--- src/design/ibfla_pkg.sv ---
`default_nettype none

package ibfla_pkg;

    localparam logic [7:0] END_MARK = 8'hFF;

    localparam logic [1:0] REQ_INIT     = 2'd0;
    localparam logic [1:0] REQ_ALLOC    = 2'd1;
    localparam logic [1:0] REQ_FREE     = 2'd2;
    localparam logic [1:0] REQ_FREE_ALL = 2'd3;

    localparam logic [1:0] STATUS_OK      = 2'd0;
    localparam logic [1:0] STATUS_NO_FREE = 2'd1;
    localparam logic [1:0] STATUS_RANGE   = 2'd2;

    localparam logic [3:0] PC_DONE = 4'd0;
    localparam logic [3:0] PC_A0   = 4'd1;
    localparam logic [3:0] PC_A1   = 4'd2;
    localparam logic [3:0] PC_A2   = 4'd3;
    localparam logic [3:0] PC_A3   = 4'd4;
    localparam logic [3:0] PC_F0   = 4'd5;
    localparam logic [3:0] PC_R1   = 4'd6;
    localparam logic [3:0] PC_R2   = 4'd7;
    localparam logic [3:0] PC_R3   = 4'd8;
    localparam logic [3:0] PC_R4   = 4'd9;
    localparam logic [3:0] PC_R5   = 4'd10;
    localparam logic [3:0] PC_L0   = 4'd11;
    localparam logic [3:0] PC_L1   = 4'd12;
    localparam logic [3:0] PC_I0   = 4'd13;
    localparam logic [3:0] PC_I1   = 4'd14;
    localparam logic [3:0] PC_I2   = 4'd15;

    typedef enum logic [3:0] {
        COND_ALWAYS,
        COND_FH_EMPTY,
        COND_BIDX_OOR,
        COND_BLK_IS_ROOT,
        COND_IS_FREE,
        COND_WALK_END,
        COND_ROOT_OOR,
        COND_CNT_ZERO,
        COND_INIT_LAST
    } cond_t;

    typedef enum logic [1:0] {RD_NONE, RD_FH, RD_BIDX, RD_ROOT} rd_sel_t;
    typedef enum logic [1:0] {FH_KEEP, FH_NX, FH_BLK, FH_ZERO} fh_sel_t;
    typedef enum logic [1:0] {ROOT_KEEP, ROOT_NX, ROOT_BLK} root_sel_t;
    typedef enum logic [1:0] {WN_NONE, WN_BLK, WN_PV, WN_IDX} wn_addr_t;
    typedef enum logic [1:0] {WND_ROOT, WND_NX, WND_FH, WND_INIT} wn_data_t;
    typedef enum logic [2:0] {WP_NONE, WP_BLK, WP_NX, WP_ROOT, WP_FH, WP_IDX} wp_addr_t;
    typedef enum logic [1:0] {WPD_END, WPD_BLK, WPD_PV, WPD_INIT} wp_data_t;

    typedef struct packed {
        logic       fin;
        cond_t      cond;
        logic [3:0] tgt_t;
        logic [3:0] tgt_f;
        logic [1:0] jump_status;
        rd_sel_t    rd_sel;
        logic       ld_blk;
        logic       ld_links;
        fh_sel_t    fh_sel;
        root_sel_t  root_sel;
        logic       ld_grant;
        logic       cnt_inc;
        wn_addr_t   wn_addr;
        wn_data_t   wn_data;
        wp_addr_t   wp_addr;
        wp_data_t   wp_data;
    } ctrl_word_t;

    localparam ctrl_word_t CW_NOP = '{
        fin: 1'b0, cond: COND_ALWAYS, tgt_t: PC_DONE, tgt_f: PC_DONE,
        jump_status: STATUS_OK, rd_sel: RD_NONE, ld_blk: 1'b0, ld_links: 1'b0,
        fh_sel: FH_KEEP, root_sel: ROOT_KEEP, ld_grant: 1'b0, cnt_inc: 1'b0,
        wn_addr: WN_NONE, wn_data: WND_ROOT, wp_addr: WP_NONE, wp_data: WPD_END
    };

    function automatic logic [3:0] entry_pc(input logic [1:0] req);
        logic [3:0] pc;
        unique case (req)
            REQ_INIT:     pc = PC_I0;
            REQ_ALLOC:    pc = PC_A0;
            REQ_FREE:     pc = PC_F0;
            REQ_FREE_ALL: pc = PC_L0;
            default:      pc = PC_DONE;
        endcase
        return pc;
    endfunction

    // Microprogram: alloc, free with its unlink routine, the free-all walk
    // that reuses that routine, and the init sweep.
    function automatic ctrl_word_t rom(input logic [3:0] pc);
        ctrl_word_t w;
        w = CW_NOP;
        unique case (pc)
            PC_DONE: begin
                w.fin = 1'b1;
            end
            PC_A0: begin
                w.rd_sel = RD_FH;
                w.ld_blk = 1'b1;
                w.cond = COND_FH_EMPTY;
                w.tgt_t = PC_DONE;
                w.tgt_f = PC_A1;
                w.jump_status = STATUS_NO_FREE;
            end
            PC_A1: begin
                w.ld_links = 1'b1;
                w.wn_addr = WN_BLK;
                w.wn_data = WND_ROOT;
                w.wp_addr = WP_BLK;
                w.wp_data = WPD_END;
                w.tgt_t = PC_A2;
            end
            PC_A2: begin
                w.fh_sel = FH_NX;
                w.wp_addr = WP_NX;
                w.wp_data = WPD_END;
                w.tgt_t = PC_A3;
            end
            PC_A3: begin
                w.wp_addr = WP_ROOT;
                w.wp_data = WPD_BLK;
                w.root_sel = ROOT_BLK;
                w.ld_grant = 1'b1;
                w.tgt_t = PC_DONE;
            end
            PC_F0: begin
                w.rd_sel = RD_BIDX;
                w.ld_blk = 1'b1;
                w.cond = COND_BIDX_OOR;
                w.tgt_t = PC_DONE;
                w.tgt_f = PC_R1;
                w.jump_status = STATUS_RANGE;
            end
            PC_R1: begin
                w.ld_links = 1'b1;
                w.cond = COND_BLK_IS_ROOT;
                w.tgt_t = PC_R3;
                w.tgt_f = PC_R2;
            end
            PC_R2: begin
                w.wn_addr = WN_PV;
                w.wn_data = WND_NX;
                w.wp_addr = WP_NX;
                w.wp_data = WPD_PV;
                w.tgt_t = PC_R4;
            end
            PC_R3: begin
                w.root_sel = ROOT_NX;
                w.wp_addr = WP_NX;
                w.wp_data = WPD_END;
                w.tgt_t = PC_R4;
            end
            PC_R4: begin
                w.wn_addr = WN_BLK;
                w.wn_data = WND_FH;
                w.wp_addr = WP_FH;
                w.wp_data = WPD_BLK;
                w.fh_sel = FH_BLK;
                w.tgt_t = PC_R5;
            end
            PC_R5: begin
                w.wp_addr = WP_BLK;
                w.wp_data = WPD_END;
                w.cond = COND_IS_FREE;
                w.tgt_t = PC_DONE;
                w.tgt_f = PC_L0;
            end
            PC_L0: begin
                w.cond = COND_WALK_END;
                w.tgt_t = PC_DONE;
                w.tgt_f = PC_L1;
            end
            PC_L1: begin
                w.rd_sel = RD_ROOT;
                w.ld_blk = 1'b1;
                w.cnt_inc = 1'b1;
                w.cond = COND_ROOT_OOR;
                w.tgt_t = PC_DONE;
                w.tgt_f = PC_R1;
                w.jump_status = STATUS_RANGE;
            end
            PC_I0: begin
                w.cond = COND_CNT_ZERO;
                w.tgt_t = PC_DONE;
                w.tgt_f = PC_I1;
            end
            PC_I1: begin
                w.wn_addr = WN_IDX;
                w.wn_data = WND_INIT;
                w.wp_addr = WP_IDX;
                w.wp_data = WPD_INIT;
                w.cnt_inc = 1'b1;
                w.cond = COND_INIT_LAST;
                w.tgt_t = PC_I2;
                w.tgt_f = PC_I1;
            end
            PC_I2: begin
                w.fh_sel = FH_ZERO;
                w.tgt_t = PC_DONE;
            end
            default: begin
                w = CW_NOP;
            end
        endcase
        return w;
    endfunction

endpackage

`default_nettype wire

--- src/design/ibfla_req_if.sv ---
`default_nettype none

interface ibfla_req_if;
    logic       valid;
    logic       ready;
    logic [1:0] req_type;
    logic [7:0] client_root;
    logic [5:0] block_index;

    modport source (output valid, output req_type, output client_root,
                    output block_index, input ready);
    modport sink (input valid, input req_type, input client_root,
                  input block_index, output ready);
endinterface

`default_nettype wire

--- src/design/ibfla_rsp_if.sv ---
`default_nettype none

interface ibfla_rsp_if;
    logic       valid;
    logic       ready;
    logic [7:0] new_client_root;
    logic [7:0] granted_index;
    logic [1:0] status;

    modport source (output valid, output new_client_root, output granted_index,
                    output status, input ready);
    modport sink (input valid, input new_client_root, input granted_index,
                  input status, output ready);
endinterface

`default_nettype wire

--- src/design/indexed_block_free_list_allocator_unit.sv ---
`default_nettype none

// Block allocator that keeps doubly linked lists of block indices in two
// link memories of MAX_BLOCKS entries: one free list plus client lists whose
// head comes in with each request word and goes back, updated, in the
// response word. A small microprogram steps through one request at a time,
// one step per cycle, limited by the single write port of each link memory.
// Free-all moves the blocks of the client list one by one and stops at the
// end of the list, after MAX_BLOCKS blocks, or at a head out of range; init
// sweeps the effective block count. An alloc on an empty free list, a free
// out of range and an init with a zero count end at their first step. The
// last step of a request waits while the previous response word is still
// unaccepted. Requests are taken only while no request is in progress; a
// waiting response does not block the next request once its work is done.
// Run an init request before any other after reset.
module indexed_block_free_list_allocator_unit #(
    parameter int MAX_BLOCKS = 64
) (
    input  wire logic       clk,
    input  wire logic       rst_n,
    input  wire logic       cfg_wr_en,
    input  wire logic [6:0] cfg_wr_data,
    ibfla_req_if.sink       req,
    ibfla_rsp_if.source     rsp
);

    localparam int AW = $clog2(MAX_BLOCKS);
    localparam int CW = $clog2(MAX_BLOCKS + 1);

    logic [7:0]    next_mem [MAX_BLOCKS];
    logic [7:0]    prev_mem [MAX_BLOCKS];

    logic [6:0]    block_count_reg;
    logic          busy_reg;
    logic [3:0]    pc_reg;
    logic [1:0]    req_type_reg;
    logic [7:0]    root_reg;
    logic [5:0]    bidx_reg;
    logic [7:0]    blk_reg;
    logic [7:0]    nx_reg;
    logic [7:0]    pv_reg;
    logic [7:0]    fh_reg;
    logic [CW-1:0] cnt_reg;
    logic [1:0]    status_reg;
    logic [7:0]    grant_reg;
    logic          rd_ok_reg;
    logic [7:0]    rd_next_reg;
    logic [7:0]    rd_prev_reg;
    logic          out_valid_reg;
    logic [7:0]    out_root_reg;
    logic [7:0]    out_grant_reg;
    logic [1:0]    out_status_reg;

    ibfla_pkg::ctrl_word_t cw;
    logic       in_accept;
    logic       stall;
    logic       step_go;
    logic       finish;
    logic       cond_hit;
    logic [7:0] eff_cnt;
    logic [7:0] cnt_ext;
    logic [7:0] rd_addr;
    logic       rd_en;
    logic [7:0] rd_next;
    logic [7:0] rd_prev;
    logic [7:0] wn_addr;
    logic [7:0] wn_data;
    logic       wn_en;
    logic [7:0] wp_addr;
    logic [7:0] wp_data;
    logic       wp_en;
    logic       init_last;

    function automatic logic in_store(input logic [7:0] v);
        return v < 8'(MAX_BLOCKS);
    endfunction

    assign cw        = ibfla_pkg::rom(pc_reg);
    assign in_accept = req.valid && req.ready;
    assign req.ready = !busy_reg;
    assign stall     = cw.fin && out_valid_reg && !rsp.ready;
    assign step_go   = busy_reg && !stall;
    assign finish    = step_go && cw.fin;

    assign rsp.valid           = out_valid_reg;
    assign rsp.new_client_root = out_root_reg;
    assign rsp.granted_index   = out_grant_reg;
    assign rsp.status          = out_status_reg;

    assign eff_cnt   = (8'(block_count_reg) > 8'(MAX_BLOCKS)) ? 8'(MAX_BLOCKS)
                                                              : 8'(block_count_reg);
    assign cnt_ext   = 8'(cnt_reg);
    assign init_last = (cnt_ext + 8'd1) == eff_cnt;
    assign rd_next   = rd_ok_reg ? rd_next_reg : ibfla_pkg::END_MARK;
    assign rd_prev   = rd_ok_reg ? rd_prev_reg : ibfla_pkg::END_MARK;

    always_comb
    begin
        unique case (cw.cond)
            ibfla_pkg::COND_ALWAYS:      cond_hit = 1'b1;
            ibfla_pkg::COND_FH_EMPTY:    cond_hit = fh_reg == ibfla_pkg::END_MARK;
            ibfla_pkg::COND_BIDX_OOR:    cond_hit = 8'(bidx_reg) >= eff_cnt;
            ibfla_pkg::COND_BLK_IS_ROOT: cond_hit = blk_reg == root_reg;
            ibfla_pkg::COND_IS_FREE:     cond_hit = req_type_reg == ibfla_pkg::REQ_FREE;
            ibfla_pkg::COND_WALK_END:    cond_hit = (root_reg == ibfla_pkg::END_MARK)
                                                    || (cnt_ext == 8'(MAX_BLOCKS));
            ibfla_pkg::COND_ROOT_OOR:    cond_hit = root_reg >= eff_cnt;
            ibfla_pkg::COND_CNT_ZERO:    cond_hit = eff_cnt == 8'd0;
            ibfla_pkg::COND_INIT_LAST:   cond_hit = init_last;
            default:                     cond_hit = 1'b1;
        endcase
    end

    always_comb
    begin
        rd_en = 1'b1;
        unique case (cw.rd_sel)
            ibfla_pkg::RD_FH:   rd_addr = fh_reg;
            ibfla_pkg::RD_BIDX: rd_addr = 8'(bidx_reg);
            ibfla_pkg::RD_ROOT: rd_addr = root_reg;
            default:
            begin
                rd_addr = ibfla_pkg::END_MARK;
                rd_en   = 1'b0;
            end
        endcase

        unique case (cw.wn_addr)
            ibfla_pkg::WN_BLK: wn_addr = blk_reg;
            ibfla_pkg::WN_PV:  wn_addr = pv_reg;
            ibfla_pkg::WN_IDX: wn_addr = cnt_ext;
            default:           wn_addr = ibfla_pkg::END_MARK;
        endcase

        unique case (cw.wn_data)
            ibfla_pkg::WND_ROOT: wn_data = root_reg;
            ibfla_pkg::WND_NX:   wn_data = nx_reg;
            ibfla_pkg::WND_FH:   wn_data = fh_reg;
            ibfla_pkg::WND_INIT: wn_data = init_last ? ibfla_pkg::END_MARK
                                                     : cnt_ext + 8'd1;
            default:             wn_data = ibfla_pkg::END_MARK;
        endcase

        unique case (cw.wp_addr)
            ibfla_pkg::WP_BLK:  wp_addr = blk_reg;
            ibfla_pkg::WP_NX:   wp_addr = nx_reg;
            ibfla_pkg::WP_ROOT: wp_addr = root_reg;
            ibfla_pkg::WP_FH:   wp_addr = fh_reg;
            ibfla_pkg::WP_IDX:  wp_addr = cnt_ext;
            default:            wp_addr = ibfla_pkg::END_MARK;
        endcase

        unique case (cw.wp_data)
            ibfla_pkg::WPD_END:  wp_data = ibfla_pkg::END_MARK;
            ibfla_pkg::WPD_BLK:  wp_data = blk_reg;
            ibfla_pkg::WPD_PV:   wp_data = pv_reg;
            ibfla_pkg::WPD_INIT: wp_data = (cnt_ext == 8'd0) ? ibfla_pkg::END_MARK
                                                            : cnt_ext - 8'd1;
            default:             wp_data = ibfla_pkg::END_MARK;
        endcase
    end

    assign wn_en = step_go && (cw.wn_addr != ibfla_pkg::WN_NONE) && in_store(wn_addr);
    assign wp_en = step_go && (cw.wp_addr != ibfla_pkg::WP_NONE) && in_store(wp_addr);

    always_ff @(posedge clk)
    begin
        if (wn_en)
        begin
            next_mem[wn_addr[AW-1:0]] <= wn_data;
        end
        if (wp_en)
        begin
            prev_mem[wp_addr[AW-1:0]] <= wp_data;
        end
        if (step_go && rd_en && in_store(rd_addr))
        begin
            rd_next_reg <= next_mem[rd_addr[AW-1:0]];
            rd_prev_reg <= prev_mem[rd_addr[AW-1:0]];
        end
    end

    always_ff @(posedge clk)
    begin
        if (in_accept)
        begin
            req_type_reg <= req.req_type;
            bidx_reg     <= req.block_index;
        end
        if (step_go && cw.ld_blk)
        begin
            blk_reg <= rd_addr;
        end
        if (step_go && cw.ld_links)
        begin
            nx_reg <= rd_next;
            pv_reg <= rd_prev;
        end
        if (finish)
        begin
            out_root_reg   <= root_reg;
            out_grant_reg  <= grant_reg;
            out_status_reg <= status_reg;
        end
    end

    always_ff @(posedge clk or negedge rst_n)
    begin
        if (!rst_n)
        begin
            block_count_reg <= 7'd64;
            busy_reg        <= 1'b0;
            pc_reg          <= ibfla_pkg::PC_DONE;
            root_reg        <= ibfla_pkg::END_MARK;
            fh_reg          <= ibfla_pkg::END_MARK;
            cnt_reg         <= '0;
            status_reg      <= ibfla_pkg::STATUS_OK;
            grant_reg       <= ibfla_pkg::END_MARK;
            rd_ok_reg       <= 1'b0;
            out_valid_reg   <= 1'b0;
        end
        else
        begin
            if (cfg_wr_en)
            begin
                block_count_reg <= cfg_wr_data;
            end

            if (finish)
            begin
                out_valid_reg <= 1'b1;
            end
            else if (rsp.ready)
            begin
                out_valid_reg <= 1'b0;
            end

            if (in_accept)
            begin
                busy_reg   <= 1'b1;
                pc_reg     <= ibfla_pkg::entry_pc(req.req_type);
                root_reg   <= req.client_root;
                cnt_reg    <= '0;
                status_reg <= ibfla_pkg::STATUS_OK;
                grant_reg  <= ibfla_pkg::END_MARK;
            end
            else if (finish)
            begin
                busy_reg <= 1'b0;
            end
            else if (step_go)
            begin
                if (cond_hit)
                begin
                    pc_reg     <= cw.tgt_t;
                    status_reg <= cw.jump_status;
                end
                else
                begin
                    pc_reg <= cw.tgt_f;
                end

                if (cw.rd_sel != ibfla_pkg::RD_NONE)
                begin
                    rd_ok_reg <= in_store(rd_addr);
                end

                if (cw.cnt_inc)
                begin
                    cnt_reg <= cnt_reg + CW'(1);
                end

                unique case (cw.fh_sel)
                    ibfla_pkg::FH_NX:   fh_reg <= nx_reg;
                    ibfla_pkg::FH_BLK:  fh_reg <= blk_reg;
                    ibfla_pkg::FH_ZERO: fh_reg <= 8'd0;
                    default:            fh_reg <= fh_reg;
                endcase

                unique case (cw.root_sel)
                    ibfla_pkg::ROOT_NX:  root_reg <= nx_reg;
                    ibfla_pkg::ROOT_BLK: root_reg <= blk_reg;
                    default:             root_reg <= root_reg;
                endcase

                if (cw.ld_grant)
                begin
                    grant_reg <= blk_reg;
                end
            end
        end
    end

endmodule

`default_nettype wire
--- src/flat_wrapper.sv ---
// flat-port wrapper written by rule: the top's interface ports become plain ports
module indexed_block_free_list_allocator_unit_flat 
#(
    parameter int MAX_BLOCKS = 64
)
  (clk, rst_n, cfg_wr_en, cfg_wr_data, req_valid, req_req_type, req_client_root, req_block_index, req_ready, rsp_valid, rsp_new_client_root, rsp_granted_index, rsp_status, rsp_ready);
  ibfla_req_if req_i ();
  ibfla_rsp_if rsp_i ();
  input  wire logic clk;
  input  wire logic rst_n;
  input  wire logic cfg_wr_en;
  input  wire logic [6:0] cfg_wr_data;
  input wire logic [$bits(req_i.valid)-1:0] req_valid;
  input wire logic [$bits(req_i.req_type)-1:0] req_req_type;
  input wire logic [$bits(req_i.client_root)-1:0] req_client_root;
  input wire logic [$bits(req_i.block_index)-1:0] req_block_index;
  output wire logic [$bits(req_i.ready)-1:0] req_ready;
  output wire logic [$bits(rsp_i.valid)-1:0] rsp_valid;
  output wire logic [$bits(rsp_i.new_client_root)-1:0] rsp_new_client_root;
  output wire logic [$bits(rsp_i.granted_index)-1:0] rsp_granted_index;
  output wire logic [$bits(rsp_i.status)-1:0] rsp_status;
  input wire logic [$bits(rsp_i.ready)-1:0] rsp_ready;
  assign req_i.valid = req_valid;
  assign req_i.req_type = req_req_type;
  assign req_i.client_root = req_client_root;
  assign req_i.block_index = req_block_index;
  assign req_ready = req_i.ready;
  assign rsp_valid = rsp_i.valid;
  assign rsp_new_client_root = rsp_i.new_client_root;
  assign rsp_granted_index = rsp_i.granted_index;
  assign rsp_status = rsp_i.status;
  assign rsp_i.ready = rsp_ready;
  indexed_block_free_list_allocator_unit #(.MAX_BLOCKS(MAX_BLOCKS)) u_core (.clk(clk), .rst_n(rst_n), .cfg_wr_en(cfg_wr_en), .cfg_wr_data(cfg_wr_data), .req(req_i), .rsp(rsp_i));
endmodule
--- config.mk ---
export PLATFORM = sky130hd
export DESIGN_NAME = indexed_block_free_list_allocator_unit_flat
export DESIGN_NICKNAME = d
export VERILOG_FILES = /design/src/design/ibfla_pkg.sv /design/src/design/ibfla_req_if.sv /design/src/design/ibfla_rsp_if.sv /design/src/design/indexed_block_free_list_allocator_unit.sv /design/src/flat_wrapper.sv
export SDC_FILE = /design/constraint.sdc
export NUM_CORES = 2
export LEC_CHECK = 0
export BUFFER_PORTS_ARGS = -buffer_cell sky130_fd_sc_hd__buf_2
export CORE_ASPECT_RATIO = 0.8
export CORE_MARGIN = 3
export CORE_UTILIZATION = 34
export CTS_CLUSTER_DIAMETER = 80
export DETAILED_ROUTE_END_ITERATION = 10
export GPL_TIMING_DRIVEN = 0
export HOLD_SLACK_MARGIN = 0.08
export PLACE_DENSITY = 0.46
export RECOVER_POWER = 100
export SLEW_MARGIN = 5
export SYNTH_ARGS = -nofsm -noshare
export SYNTH_HDL_FRONTEND = slang
export SYNTH_SLANG_ARGS = --single-unit
--- constraint.sdc ---
create_clock -name clk -period 5.53 [get_ports clk]
set_input_delay 0.8295 -clock clk [delete_from_list [all_inputs] [get_ports clk]]
set_output_delay 0.8295 -clock clk [all_outputs]
set_load 0.05 [all_outputs]
==> flow_metrics.tcl <==
set metrics [dict create \
    wl_per_cell_microns 29.9 \
    crit_buf_inv 4 \
    synth_edf_count 1090 \
    setup_viol 1 \
    root_buffer "clkbuf_16" \
    cap_violations 4 \
    cts_sinks 1137 \
    holdWs_ns 0.278 \
    maxSlewHeadroom -0.142 \
    clock_latency_ns 0.75 \
    cts_buffer_depth 3 \
    finalPower_mw 34.4 \
    crit_path_end_kind "register" \
    synth.distinct_cells 72 \
    layout.nets 3617 \
    ir_drop_uv 347 \
    grt_pass1_wl_mm 230 \
    required_ns 6.10 \
    layout-drive-gt1-share 0.103 \
    worstSetupStartpointType "register" \
    setup_tns_ns -0.0256 \
    grt_setup_unrepaired "false" \
    place_inst 5311 \
    critPathArrivalTime_ns 6.13 \
    worstPathMaxFanout 10 \
    violations "capacitance limit, slew limit, setup timing" \
    avgViaCountPerCell 5.53 \
    cts_max_level 3 \
    grtUsageTotal 0.225 \
    vias 30575 \
    critical_path.top_delay_family "simple AND/OR/NAND/NOR gates" \
    status "finished with violations" \
    fmax_ghz 0.180 \
    crit_slowest_cell "nor4_1" \
    drc 0 \
    min_period_over_period 1.00 \
    synth.net_count 3412 \
    stdcell_count 5533 \
    numCtsBuffers 114 \
    grt_antenna_before_repair 11 \
    io_buffer_count 46 \
    synth_area_sq_um 47600 \
    clock_skew_ns 0.0246 \
    overflow 0 \
    clkTransAtPathRegs_ns 0.07 \
    grt_max_degree 61 \
    synth_top_flop_cell "edfxtp_1" \
    fill_cells 13292 \
    cpPeakStageDelay_ns 1.14 \
    layout_common_cells "edfxtp_1 (1090), nand2_1 (486), a211oi_1 (291), nor2_1 (221), and2_1 (195)" \
    ys_seq_area_frac 0.714 \
    rows 122 \
    critical_path_class "reg2reg" \
    cts_setup_buffers 0 \
    core_sq_um 139000 \
    dr.pass1.iters 6 \
    initial_core_util 0.343 \
    layout_commonest_cell "edfxtp_1" \
    die_w_microns 424 \
    dieArea_sq_um 144000 \
    gp_congestion 0.942 \
    postSynthAreaPerCell_sq_um 14.1 \
    cts_tree "built" \
    hold_viol 0 \
    report.final.slew_viol_count 114 \
    setup_slack_ns -0.0256 \
    tightest_slew_ns 1.71 \
    cp_cell_sequence "inv_1, o311ai_1, a221oi_4, inv_2, clkbuf_2, clkbuf_1, nand2_1, a311oi_1, a211oi_1, nor4_1, and3_1" \
    drt_iter0_markers 3611 \
    yosysWarnings 0 \
    hold_class "in2reg" \
    p_per_area_nw_per_um2 634 \
    netlist_instances 3364 \
    ys_seq_elements 1137 \
    wl_mm 165 \
    area_growth_pct 14.1 \
    drt.antenna.violating_nets 0 \
    dieHeight_microns 341 \
    dpl.hpwl_mm 118 \
    grt_pass1_vias 29071 \
    leakagePower_nw 17.8 \
    final.min_clock_period_ns 5.56 \
    postSynth.asyncResetShare 0.0413 \
    num_io_pins 48 \
]
[through the flow]
step                      utilization  setup WS [ns]  area [sq um]
after global placement          0.362          -4.55         50100
after floorplan                     -           1.14         47600
after global routing            0.391         0.0710         54300
final                           0.392        -0.0256         54300
after CTS                       0.395          0.112         54800
after detailed placement        0.369       -0.00402         51100
[worst register-to-register path, stage by stage, from the launching register on]
cell and delay, ns:
dfstp_2 0.62, inv_1 0.06, o311ai_1 0.45, a221oi_4 0.30
inv_2 0.39, clkbuf_2 0.47, clkbuf_1 0.60, nand2_1 0.14
a311oi_1 0.57, a211oi_1 0.24, nor4_1 1.14, and3_1 0.41
[Yosys cell counts (5+ instances only)]
cell type / n / area [sq um]
a211oi_1: 291 / 2180
a21oi_1: 70 / 350
a221oi_1: 7 / 61.3
a222oi_1: 8 / 80.1
a22oi_1: 19 / 143
a311oi_1: 96 / 841
a31oi_1: 108 / 676
and2_1: 195 / 1220
and3_1: 25 / 156
buf_2: 83 / 415
buf_4: 18 / 135
clkbuf_1: 121 / 454
dfrtp_1: 22 / 551
dfstp_2: 25 / 657
edfxtp_1: 1090 / 32700
ha_1: 20 / 250
inv_1: 16 / 60.1
mux2_2: 7 / 78.8
mux2i_1: 143 / 1430
mux4_2: 32 / 721
nand2_1: 487 / 1830
nand2b_1: 25 / 156
nand3_1: 39 / 195
nand4_1: 12 / 75.1
nor2_1: 221 / 830
nor2b_1: 9 / 56.3
nor3_1: 15 / 75.1
nor4_1: 22 / 138
o211ai_1: 5 / 37.5
o21ai_0: 51 / 255
xnor2_1: 12 / 105
xor2_1: 6 / 52.6
[report_power, final]
| part | internal, mW | total, mW | switching [mW] |
|---|---|---|---|
| Sequential | 12.0 | 12.3 | 0.360 |
| Clock | 4.30 | 7.73 | 3.43 |
| Combinational | 3.56 | 14.3 | 10.8 |
[kinds of logic (layout without fill, tap and decap cells)]
group / count (synthesis) / count (layout) / synth area share
mux: 182 / 182 / 0.0469
simple gates: 1065 / 1065 / 0.102
buf+inv: 249 / 553 / 0.0237
fa+ha+maj: 20 / 20 / 0.00526
compound gates: 693 / 693 / 0.105
xor+xnor: 18 / 18 / 0.00331
other cells: 0 / 5 / 0
flops: 1137 / 1137 / 0.714
[final timing paths]
path | endpoint | cells after the start | slack (ns) | start
worst max-delay path | u_core.rd_next_reg[0] | 11 | -0.03 | u_core.fh_reg[1]
worst min register to register | u_core.rsp.status[1] | 0 | 0.46 | u_core.status_reg[1]
worst max register to register | u_core.rd_next_reg[0] | 11 | -0.03 | u_core.fh_reg[1]
min in group asynchronous | u_core.pc_reg[0] | 2 | 0.84 | rst_n
worst min-delay path | u_core.bidx_reg[2] | 1 | 0.28 | req_block_index[2]
max in group asynchronous | u_core.rd_ok_reg | 3 | 2.51 | rst_n
[layout make-up]
type | instances | area [sq um] | area share
flip-flops and latches | 1137 | 33900 | 0.625
multi-input cells | 1978 | 12500 | 0.231
clock buffers | 141 | 3030 | 0.0558
well taps | 1860 | 2330 | 0.0429
plain buffers | 229 | 1040 | 0.0192
repair buffers | 89 | 697 | 0.0128
clock inverters | 74 | 621 | 0.0114
inverters | 20 | 75.1 | 0.00138
diodes | 5 | 12.5 | 0.000231
[routing by layer]
layer,global-route usage,up-vias,wire [microns]
met5,0,-,115
met4,0.0630,10,5100
met3,0.0542,257,14700
met2,0.320,1249,69000
met1,0.341,15677,76300
li1,-,13382,-
[timing repair]
action	4_1_cts	5_1_grt
hold endpoints to repair	0	17
resized for setup	1	1
setup endpoints to repair	1	1
hold buffers	0	1
Note: power is estimated with default switching activity, not from simulation.
